<file path="src/rtl/tpld_pkg.sv">
// Shared constants for the two-pole low-pass decimator.
`default_nettype none

package tpld_pkg;

    // Width of the phase increment register.
    localparam int INC_W = 19;

    // Phase increment after reset, native samples per output in Q16.
    localparam logic [INC_W-1:0] INC_RESET = INC_W'(185759);

    // Filter coefficient alpha = ALPHA_NUM / 2**ALPHA_SHIFT.
    localparam int ALPHA_NUM   = 22;
    localparam int ALPHA_SHIFT = 6;

    // Extra bits that the coefficient product needs.
    localparam int ALPHA_BITS = $clog2(ALPHA_NUM + 1);

    // Fraction bits of the filter state.
    localparam int STATE_FRAC = 8;

    // Headroom bits of the filter state above the scaled sample.
    localparam int STATE_HEAD = 2;

    // Register index of the phase increment.
    localparam int REG_PHASE_INC = 0;

    // APB address and data widths.
    localparam int ADDR_W = 3;
    localparam int DATA_W = 32;

endpackage

`default_nettype wire

</file>
<file path="src/rtl/tpld_section.sv">
// One-pole low-pass section: state += ((target - state) * alpha) >>> shift.
`default_nettype none

module tpld_section #(
    parameter int W = 26
) (
    input  wire logic                i_clk,
    input  wire logic                i_rst_n,
    input  wire logic                i_en,
    input  wire logic signed [W-1:0] i_target,
    output logic signed [W-1:0]      o_state
);

    localparam int PW = W + 1 + tpld_pkg::ALPHA_BITS;

    logic signed [W-1:0]  r_state;
    logic signed [W-1:0]  n_state;
    logic signed [W:0]    diff;
    logic signed [PW-1:0] prod;
    logic signed [PW-1:0] shifted;
    logic signed [W:0]    step;
    logic signed [W:0]    sum;

    // Scaled difference toward the target, floored by the arithmetic shift.
    always_comb begin
        diff    = (W+1)'(i_target) - (W+1)'(r_state);
        prod    = PW'(diff) * PW'(tpld_pkg::ALPHA_NUM);
        shifted = prod >>> tpld_pkg::ALPHA_SHIFT;
        step    = (W+1)'(shifted);
        sum     = (W+1)'(r_state) + step;
        n_state = W'(sum);
    end

    // The state moves once for each item that passes this stage.
    always_ff @(posedge i_clk) begin
        if (!i_rst_n) begin
            r_state <= '0;
        end else if (i_en) begin
            r_state <= n_state;
        end
    end

    assign o_state = r_state;

endmodule

`default_nettype wire

</file>
<file path="src/rtl/tpld_phase.sv">
// Fractional phase accumulator that marks the last native sample of each output period.
`default_nettype none

module tpld_phase #(
    parameter int FRAC_BITS = 16
) (
    input  wire logic                       i_clk,
    input  wire logic                       i_rst_n,
    input  wire logic                       i_en,
    input  wire logic [tpld_pkg::INC_W-1:0] i_increment,
    output logic                            o_emit
);

    localparam int ACC_W = ((FRAC_BITS > tpld_pkg::INC_W) ? FRAC_BITS : tpld_pkg::INC_W) + 1;
    localparam int CNT_W = ACC_W - FRAC_BITS;

    logic [FRAC_BITS-1:0] r_frac;
    logic [FRAC_BITS-1:0] n_frac;
    logic [CNT_W-1:0]     r_left;
    logic [CNT_W-1:0]     n_left;
    logic [ACC_W-1:0]     acc;
    logic [CNT_W-1:0]     count;
    logic [CNT_W-1:0]     cur;

    // A new period starts when no samples are left; it holds at least one sample.
    always_comb begin
        acc    = ACC_W'(r_frac) + ACC_W'(i_increment);
        count  = acc[ACC_W-1:FRAC_BITS];
        n_frac = r_frac;
        cur    = r_left;
        if (r_left == '0) begin
            n_frac = acc[FRAC_BITS-1:0];
            cur    = (count == '0) ? CNT_W'(1) : count;
        end
        n_left = cur - CNT_W'(1);
        o_emit = (n_left == '0);
    end

    always_ff @(posedge i_clk) begin
        if (!i_rst_n) begin
            r_frac <= '0;
            r_left <= '0;
        end else if (i_en) begin
            r_frac <= n_frac;
            r_left <= n_left;
        end
    end

endmodule

`default_nettype wire

</file>
<file path="src/rtl/two_pole_lowpass_decimator_top.sv">
// Top level of the two-pole low-pass fractional decimator.
//
// Usage: native stereo samples enter on the input channel (i_in_valid,
// o_in_ready, i_left_sample, i_right_sample). Each item is folded to mono,
// passed through two cascaded one-pole low-pass sections, and at the end of
// each output period one filtered sample leaves on the output channel
// (o_out_valid, i_out_ready, o_filtered_sample). Items in the middle of a
// period give no result.
// The period length comes from the Q16 phase increment written over the
// APB port at byte address 0; it must be written only while the block is
// idle; the block itself does not enforce this. Throughput is one item
// per cycle unless the receiver stalls; the pipeline has an input register,
// a first-section stage and a second-section/output stage, and the whole pipeline advances
// together. A result passes the mid-stage flags, then the output register.
// When the receiver stalls with a result waiting, the pipeline holds and
// o_in_ready drops; it stays high as long as the output register is empty
// or being taken. Reset clears both filter sections, the phase and all
// valid flags, and loads the default increment of about 2.834.
`default_nettype none

module two_pole_lowpass_decimator_top #(
    parameter int FRAC_BITS   = 16,
    parameter int SAMPLE_BITS = 16
) (
    input  wire logic                          i_clk,
    input  wire logic                          i_rst_n,

    // Native sample channel.
    input  wire logic                          i_in_valid,
    output logic                               o_in_ready,
    input  wire logic signed [SAMPLE_BITS-1:0] i_left_sample,
    input  wire logic signed [SAMPLE_BITS-1:0] i_right_sample,

    // Filtered sample channel.
    output logic                               o_out_valid,
    input  wire logic                          i_out_ready,
    output logic signed [SAMPLE_BITS-1:0]      o_filtered_sample,

    // Configuration port.
    input  wire logic                          psel,
    input  wire logic                          penable,
    input  wire logic                          pwrite,
    input  wire logic [tpld_pkg::ADDR_W-1:0]   paddr,
    input  wire logic [tpld_pkg::DATA_W-1:0]   pwdata,
    output logic [tpld_pkg::DATA_W-1:0]        prdata,
    output logic                               pready
);

    localparam int W  = SAMPLE_BITS + tpld_pkg::STATE_FRAC + tpld_pkg::STATE_HEAD;
    localparam int SW = W - tpld_pkg::STATE_FRAC;
    localparam logic signed [SW-1:0] SMAX = SW'((64'sd1 <<< (SAMPLE_BITS - 1)) - 64'sd1);
    localparam logic signed [SW-1:0] SMIN = -SMAX - SW'(1);
    localparam int IDX_W = tpld_pkg::ADDR_W - 2;

    logic                          en;
    logic                          reg_sel;
    logic [tpld_pkg::INC_W-1:0]    r_increment;

    logic                          r_in_valid;
    logic signed [SAMPLE_BITS-1:0] r_left;
    logic signed [SAMPLE_BITS-1:0] r_right;

    logic                          r_mid_valid;
    logic                          r_mid_emit;
    logic                          emit;

    logic                          r_out_valid;
    logic signed [SAMPLE_BITS-1:0] r_out;
    logic signed [SAMPLE_BITS-1:0] n_out;

    logic signed [SAMPLE_BITS:0]   pair_sum;
    logic signed [SAMPLE_BITS-1:0] mono;
    logic signed [W-1:0]           target1;
    logic signed [W-1:0]           first_state;
    logic signed [W-1:0]           second_state;
    logic signed [W-1:0]           n_second;
    logic signed [W-1:0]           second_out;
    logic signed [SW-1:0]          scaled;

    // The pipeline advances unless a result waits and the receiver stalls.
    assign en         = !r_out_valid || i_out_ready;
    assign o_in_ready = en;

    // Configuration register access.
    assign pready  = 1'b1;
    assign reg_sel = (paddr[tpld_pkg::ADDR_W-1:2] == IDX_W'(tpld_pkg::REG_PHASE_INC));
    assign prdata  = reg_sel ? tpld_pkg::DATA_W'(r_increment) : '0;

    always_ff @(posedge i_clk) begin
        if (!i_rst_n) begin
            r_increment <= tpld_pkg::INC_RESET;
        end else if (psel && penable && pwrite && reg_sel) begin
            r_increment <= pwdata[tpld_pkg::INC_W-1:0];
        end
    end

    // Input register.
    always_ff @(posedge i_clk) begin
        if (!i_rst_n) begin
            r_in_valid <= 1'b0;
        end else if (en) begin
            r_in_valid <= i_in_valid;
        end
    end

    always_ff @(posedge i_clk) begin
        if (en && i_in_valid) begin
            r_left  <= i_left_sample;
            r_right <= i_right_sample;
        end
    end

    // Mono fold and Q8 scaling for the first section.
    always_comb begin
        pair_sum = (SAMPLE_BITS+1)'(r_left) + (SAMPLE_BITS+1)'(r_right);
        mono     = SAMPLE_BITS'(pair_sum >>> 1);
        target1  = W'(signed'({mono, {tpld_pkg::STATE_FRAC{1'b0}}}));
    end

    tpld_phase #(
        .FRAC_BITS (FRAC_BITS)
    ) u_phase (
        .i_clk       (i_clk),
        .i_rst_n     (i_rst_n),
        .i_en        (en && r_in_valid),
        .i_increment (r_increment),
        .o_emit      (emit)
    );

    tpld_section #(
        .W (W)
    ) u_first (
        .i_clk    (i_clk),
        .i_rst_n  (i_rst_n),
        .i_en     (en && r_in_valid),
        .i_target (target1),
        .o_state  (first_state)
    );

    // Stage flags that follow the item into the second section.
    always_ff @(posedge i_clk) begin
        if (!i_rst_n) begin
            r_mid_valid <= 1'b0;
            r_mid_emit  <= 1'b0;
        end else if (en) begin
            r_mid_valid <= r_in_valid;
            r_mid_emit  <= r_in_valid && emit;
        end
    end

    // The second section follows the first section's state after each item.
    tpld_section #(
        .W (W)
    ) u_second (
        .i_clk    (i_clk),
        .i_rst_n  (i_rst_n),
        .i_en     (en && r_mid_valid),
        .i_target (first_state),
        .o_state  (second_state)
    );

    // Recompute the second section's next value for the output path.
    always_comb begin
        n_second = second_state
                 + W'(((W+1+tpld_pkg::ALPHA_BITS)'((W+1)'(first_state) - (W+1)'(second_state))
                       * (W+1+tpld_pkg::ALPHA_BITS)'(tpld_pkg::ALPHA_NUM))
                      >>> tpld_pkg::ALPHA_SHIFT);
        second_out = n_second;
        scaled     = SW'(second_out >>> tpld_pkg::STATE_FRAC);
        if (scaled > SMAX) begin
            n_out = SAMPLE_BITS'(SMAX);
        end else if (scaled < SMIN) begin
            n_out = SAMPLE_BITS'(SMIN);
        end else begin
            n_out = SAMPLE_BITS'(scaled);
        end
    end

    // Output register.
    always_ff @(posedge i_clk) begin
        if (!i_rst_n) begin
            r_out_valid <= 1'b0;
        end else if (en) begin
            r_out_valid <= r_mid_valid && r_mid_emit;
        end
    end

    always_ff @(posedge i_clk) begin
        if (en && r_mid_valid && r_mid_emit) begin
            r_out <= n_out;
        end
    end

    assign o_out_valid       = r_out_valid;
    assign o_filtered_sample = r_out;

endmodule

`default_nettype wire
</file>
<file path="config.mk">
export PLATFORM = sky130hd
export DESIGN_NAME = two_pole_lowpass_decimator_top
export DESIGN_NICKNAME = d
export VERILOG_FILES = /design/src/rtl/tpld_pkg.sv /design/src/rtl/tpld_section.sv /design/src/rtl/tpld_phase.sv /design/src/rtl/two_pole_lowpass_decimator_top.sv
export SDC_FILE = /design/constraint.sdc
export NUM_CORES = 1
export LEC_CHECK = 0
export BUFFER_PORTS_ARGS = -buffer_cell sky130_fd_sc_hd__clkbuf_2
export CAP_MARGIN = 40
export CORE_ASPECT_RATIO = 1.4
export CORE_UTILIZATION = 60
export CTS_BUF_LIST = sky130_fd_sc_hd__clkbuf_8 sky130_fd_sc_hd__clkbuf_16
export DETAILED_ROUTE_END_ITERATION = 12
export GPL_TIMING_DRIVEN = 0
export PLACE_DENSITY = 0.8
export SLEW_MARGIN = 5
export SYNTH_ARGS = -nofsm -noshare
export SYNTH_HDL_FRONTEND = slang
export SYNTH_SLANG_ARGS = --single-unit
</file>
<file path="constraint.sdc">
create_clock -name i_clk -period 18.7 [get_ports i_clk]
set_input_delay 0.935 -clock i_clk [delete_from_list [all_inputs] [get_ports i_clk]]
set_output_delay 0.935 -clock i_clk [all_outputs]
set_load 0.02 [all_outputs]
</file>
==> out/qor.txt <==
========================================================================================================
Status                                                                                      complete, no violations
Primary flip-flop cell chosen by synthesis mapping                                               dfxtp_1
Max-Slew Margin vs Limit                                                                           41.6%
H-tree depth reported by CTS                                                                           4
Number of global-route vias before repair                                                          13800
Worst reg2reg startpoint                                                                    u_first.o_state[0]$_SDFFE_PN0P_
Wire length per cell                                                                             14.3 um
Area of all sequential standard cells                                                         3340 sq um
DRC Markers                                                                                            0
Clock latency of the later-clocked register in the worst-skew pair                               0.44 ns
Cells on worst reg2reg path                                                                           41
Die Span Y                                                                                        197 um
Fin Setup TNS                                                                                       0 ns
Setup violation total in the final timing report                                                       0
Number of cell rows                                                                                   71
Global route overflow                                                                                  0
Yosys warning total                                                                                    0
Area of combinational cells with multiple inputs                                             11600 sq um
Proportion of synthesized chip area in sequential cells                                            20.5%
Class of the most critical hold timing path                                                   reg -> reg
Startpoint-to-endpoint class of the critical path                                             reg -> reg
Final std cell area, no fill                                                                 17900 sq um
Endpoint class of the critical path                                                                 flop
Internal reg-to-reg setup slack                                                                  9.60 ns
Max Slew Vio Count                                                                                     0
Die area                                                                                     27900 sq um
DP Wirelength                                                                                   29600 um
Required time of the critical path                                                              18.89 ns
Synthesized netlist cell count                                                                      2020
Number of buffers added for setup after CTS                                                            0
Via count                                                                                          14100
Count of non-filler cells in the finished layout                                                    2527
Delay of the slowest critical-path stage                                                         0.54 ns
Portion of synthesized cell area occupied by the leading cell type                                 18.6%
Number of cells on the worst hold path                                                                 2
Cell types with the largest area share after synthesis                                      ha_1, dfxtp_1, edfxtp_1
Post-CTS clock slew at the launch and capture registers of the worst setup and hold paths        0.07 ns
Highest net fanout along the worst path                                                               10
Fraction of synthesis flops using an asynchronous set or reset pin                                    0%
Cell type with the largest total area after synthesis                                               ha_1
Setup repair after global routing missed its margin                                                   no
Post-synth cell types                                                                                 81
Antenna violation net count after detailed routing                                                     0
Die width                                                                                         141 um
Worst path slowest cell                                                                             fa_1
Area growth from synthesis to layout                                                               9.76%
Number of flops mapped to enable cells by yosys                                                       48
Total of max-cap violations                                                                            0
Final Hold Violating Endpoints                                                                         0
Initial Utilization                                                                                60.8%
Critical path launch point                                                                  u_first.o_state[0]$_SDFFE_PN0P_
Min Tclk post-route                                                                              9.10 ns
Worst clock skew on the final layout                                                          0.00862 ns
Mean cell area of the mapped netlist                                                          8.08 sq um
Post-cts resize count                                                                                  0
Share of layout cells above drive strength 1                                                       8.19%
CTS tree                                                                                             yes
Net total in the final layout                                                                       2517
CTS sink count                                                                                       143
Register bit count reported by yosys                                                                 143
Maximum buffer depth of the clock tree                                                                 2
GR Util All Layers                                                                                 27.0%
Ratio of routed vias to standard cells                                                              5.57
Share of the clock period used by the worst path                                                   48.7%
FMAX                                                                                             110 MHz
Inst Count DP                                                                                       2495
Global-route wire length before repair                                                          60900 um
Initial antenna violation count                                                                        2
Core Footprint                                                                               26800 sq um
RePlAce Congestion                                                                                 0.939
Fill cell instance count of the final layout                                                        2231
Most frequent cells in the layout                                                           inv_1, ha_1, nand2_1
Initial DRT Pass Iterations                                                                            7
Leading cell type in the layout, fill and taps excluded                                            inv_1
Buffer cell driving the clock tree root                                                        clkbuf_16
Number of antenna repair diodes                                                                        0
Crit path capture                                                                           o_filtered_sample[6]$_SDFFCE_PN1P_
I/O pin total                                                                                        125
Port-buffer cells                                                                                     94
Maximum number of pins on one net before global-route repair                                          25
Detailed Route Iter0 Violations                                                                      551
Critical path data arrival time                                                                  9.29 ns
Startpoint type of the worst setup path                                                             flop
Number of buffers inserted by hold repair at cts                                                       0
Netlist area before placement                                                                16300 sq um
Total wire length                                                                               36200 um
Inserted Clock Buffers                                                                                17
Worst-margin pin slew                                                                           0.865 ns
Cell Area, Placed                                                                            17300 sq um
FF-to-FF End                                                                                o_filtered_sample[6]$_SDFFCE_PN1P_
========================================================================================================
## critical path, delay by kind of cell, from the launching register on
family | cells | cell delay [ns]
xor+xnor | 3 | 0.55
flops | 1 | 0.39
compound gates | 19 | 4.32
fa+ha+maj | 5 | 1.79
simple gates | 9 | 1.26
buf+inv | 5 | 0.52
## registers in the layout (all words and copies together) (netlist names)
signal             cells
o_filtered_sample     16
o_out_valid            1
r_right               16
r_in_valid             1
u_phase.r_frac        16
u_second.o_state      26
r_left                16
r_mid_emit             1
u_first.o_state       26
r_mid_valid            1
u_phase.r_left         4
r_increment           19
## cell usage after synthesis (4+ instances only)
master / count
o31a_1: 4
xnor2_1: 111
o21bai_1: 17
a21oi_1: 120
o21a_1: 25
edfxtp_1: 48
o21ai_0: 117
ha_1: 243
fa_1: 51
and2_1: 60
buf_4: 14
o2111ai_1: 6
a211oi_1: 13
and3_1: 15
nor3_1: 28
xor2_1: 57
inv_1: 305
nor2_1: 109
or2_2: 8
a21o_1: 59
a2111oi_0: 5
nand4_1: 14
nand4b_1: 4
nand3_1: 40
nor4_1: 4
nand3b_1: 4
nor2b_1: 44
a21boi_0: 29
or4_1: 5
nand2_1: 170
a31oi_1: 13
or3_1: 10
o31ai_1: 10
o211a_1: 7
dfxtp_1: 95
o211ai_1: 12
a31o_2: 6
o21ai_1: 14
nand2b_1: 23
clkbuf_1: 39
and4_1: 4
## worst min-delay path by stage
stage / from / endpoint / slack (ns)
after CTS: u_phase.r_frac[3]$_SDFFE_PN0P_ / u_phase.r_frac[3]$_SDFFE_PN0P_ / 0.48
after detailed placement: u_phase.r_frac[3]$_SDFFE_PN0P_ / u_phase.r_frac[3]$_SDFFE_PN0P_ / 0.47
after global placement: r_mid_emit$_SDFFE_PN0N_ / r_mid_emit$_SDFFE_PN0N_ / 0.45
after floorplan: r_mid_emit$_SDFFE_PN0N_ / r_mid_emit$_SDFFE_PN0N_ / 0.44
final: u_phase.r_frac[3]$_SDFFE_PN0P_ / u_phase.r_frac[3]$_SDFFE_PN0P_ / 0.48
after global routing: r_mid_emit$_SDFFE_PN0N_ / r_mid_emit$_SDFFE_PN0N_ / 0.50
## per-layer routing
metal	track usage, %	wire (um)
met5	0	16
met4	12.9	1340
met3	3.61	1180
met2	51.7	18900
met1	28.9	14700
## cell families after synthesis
logic type / after synthesis / share of synthesized area [%]
compound gates: 498 / 19.9
xor+xnor: 169 / 9.12
fa+ha+maj: 294 / 24.9
buf+inv: 361 / 8.68
flops: 143 / 20.5
mux: 4 / 0.261
other cells: 2 / 0.0460
simple gates: 549 / 16.6
## area by class of cell
type,count,area share [%]
multi-input cells,1528,64.8
clock inverters,15,0.776
inverters,306,6.42
well taps,365,2.55
repair buffers,98,2.94
flip-flops and latches,143,18.7
clock buffers,17,2.38
plain buffers,55,1.50
## stage by stage
stage	setup WS [ns]	hold WS (ns)	util [%]
after floorplan	10.95	0.437	-
after global placement	10.03	0.455	64.4
after detailed placement	9.72	0.466	64.6
after CTS	9.68	0.476	66.7
after global routing	8.96	0.496	66.7
final	9.60	0.477	66.7
Power is left out: the tool's default activity adds up to more than one toggle a clock period on the data nets, which glitch-free logic cannot reach.
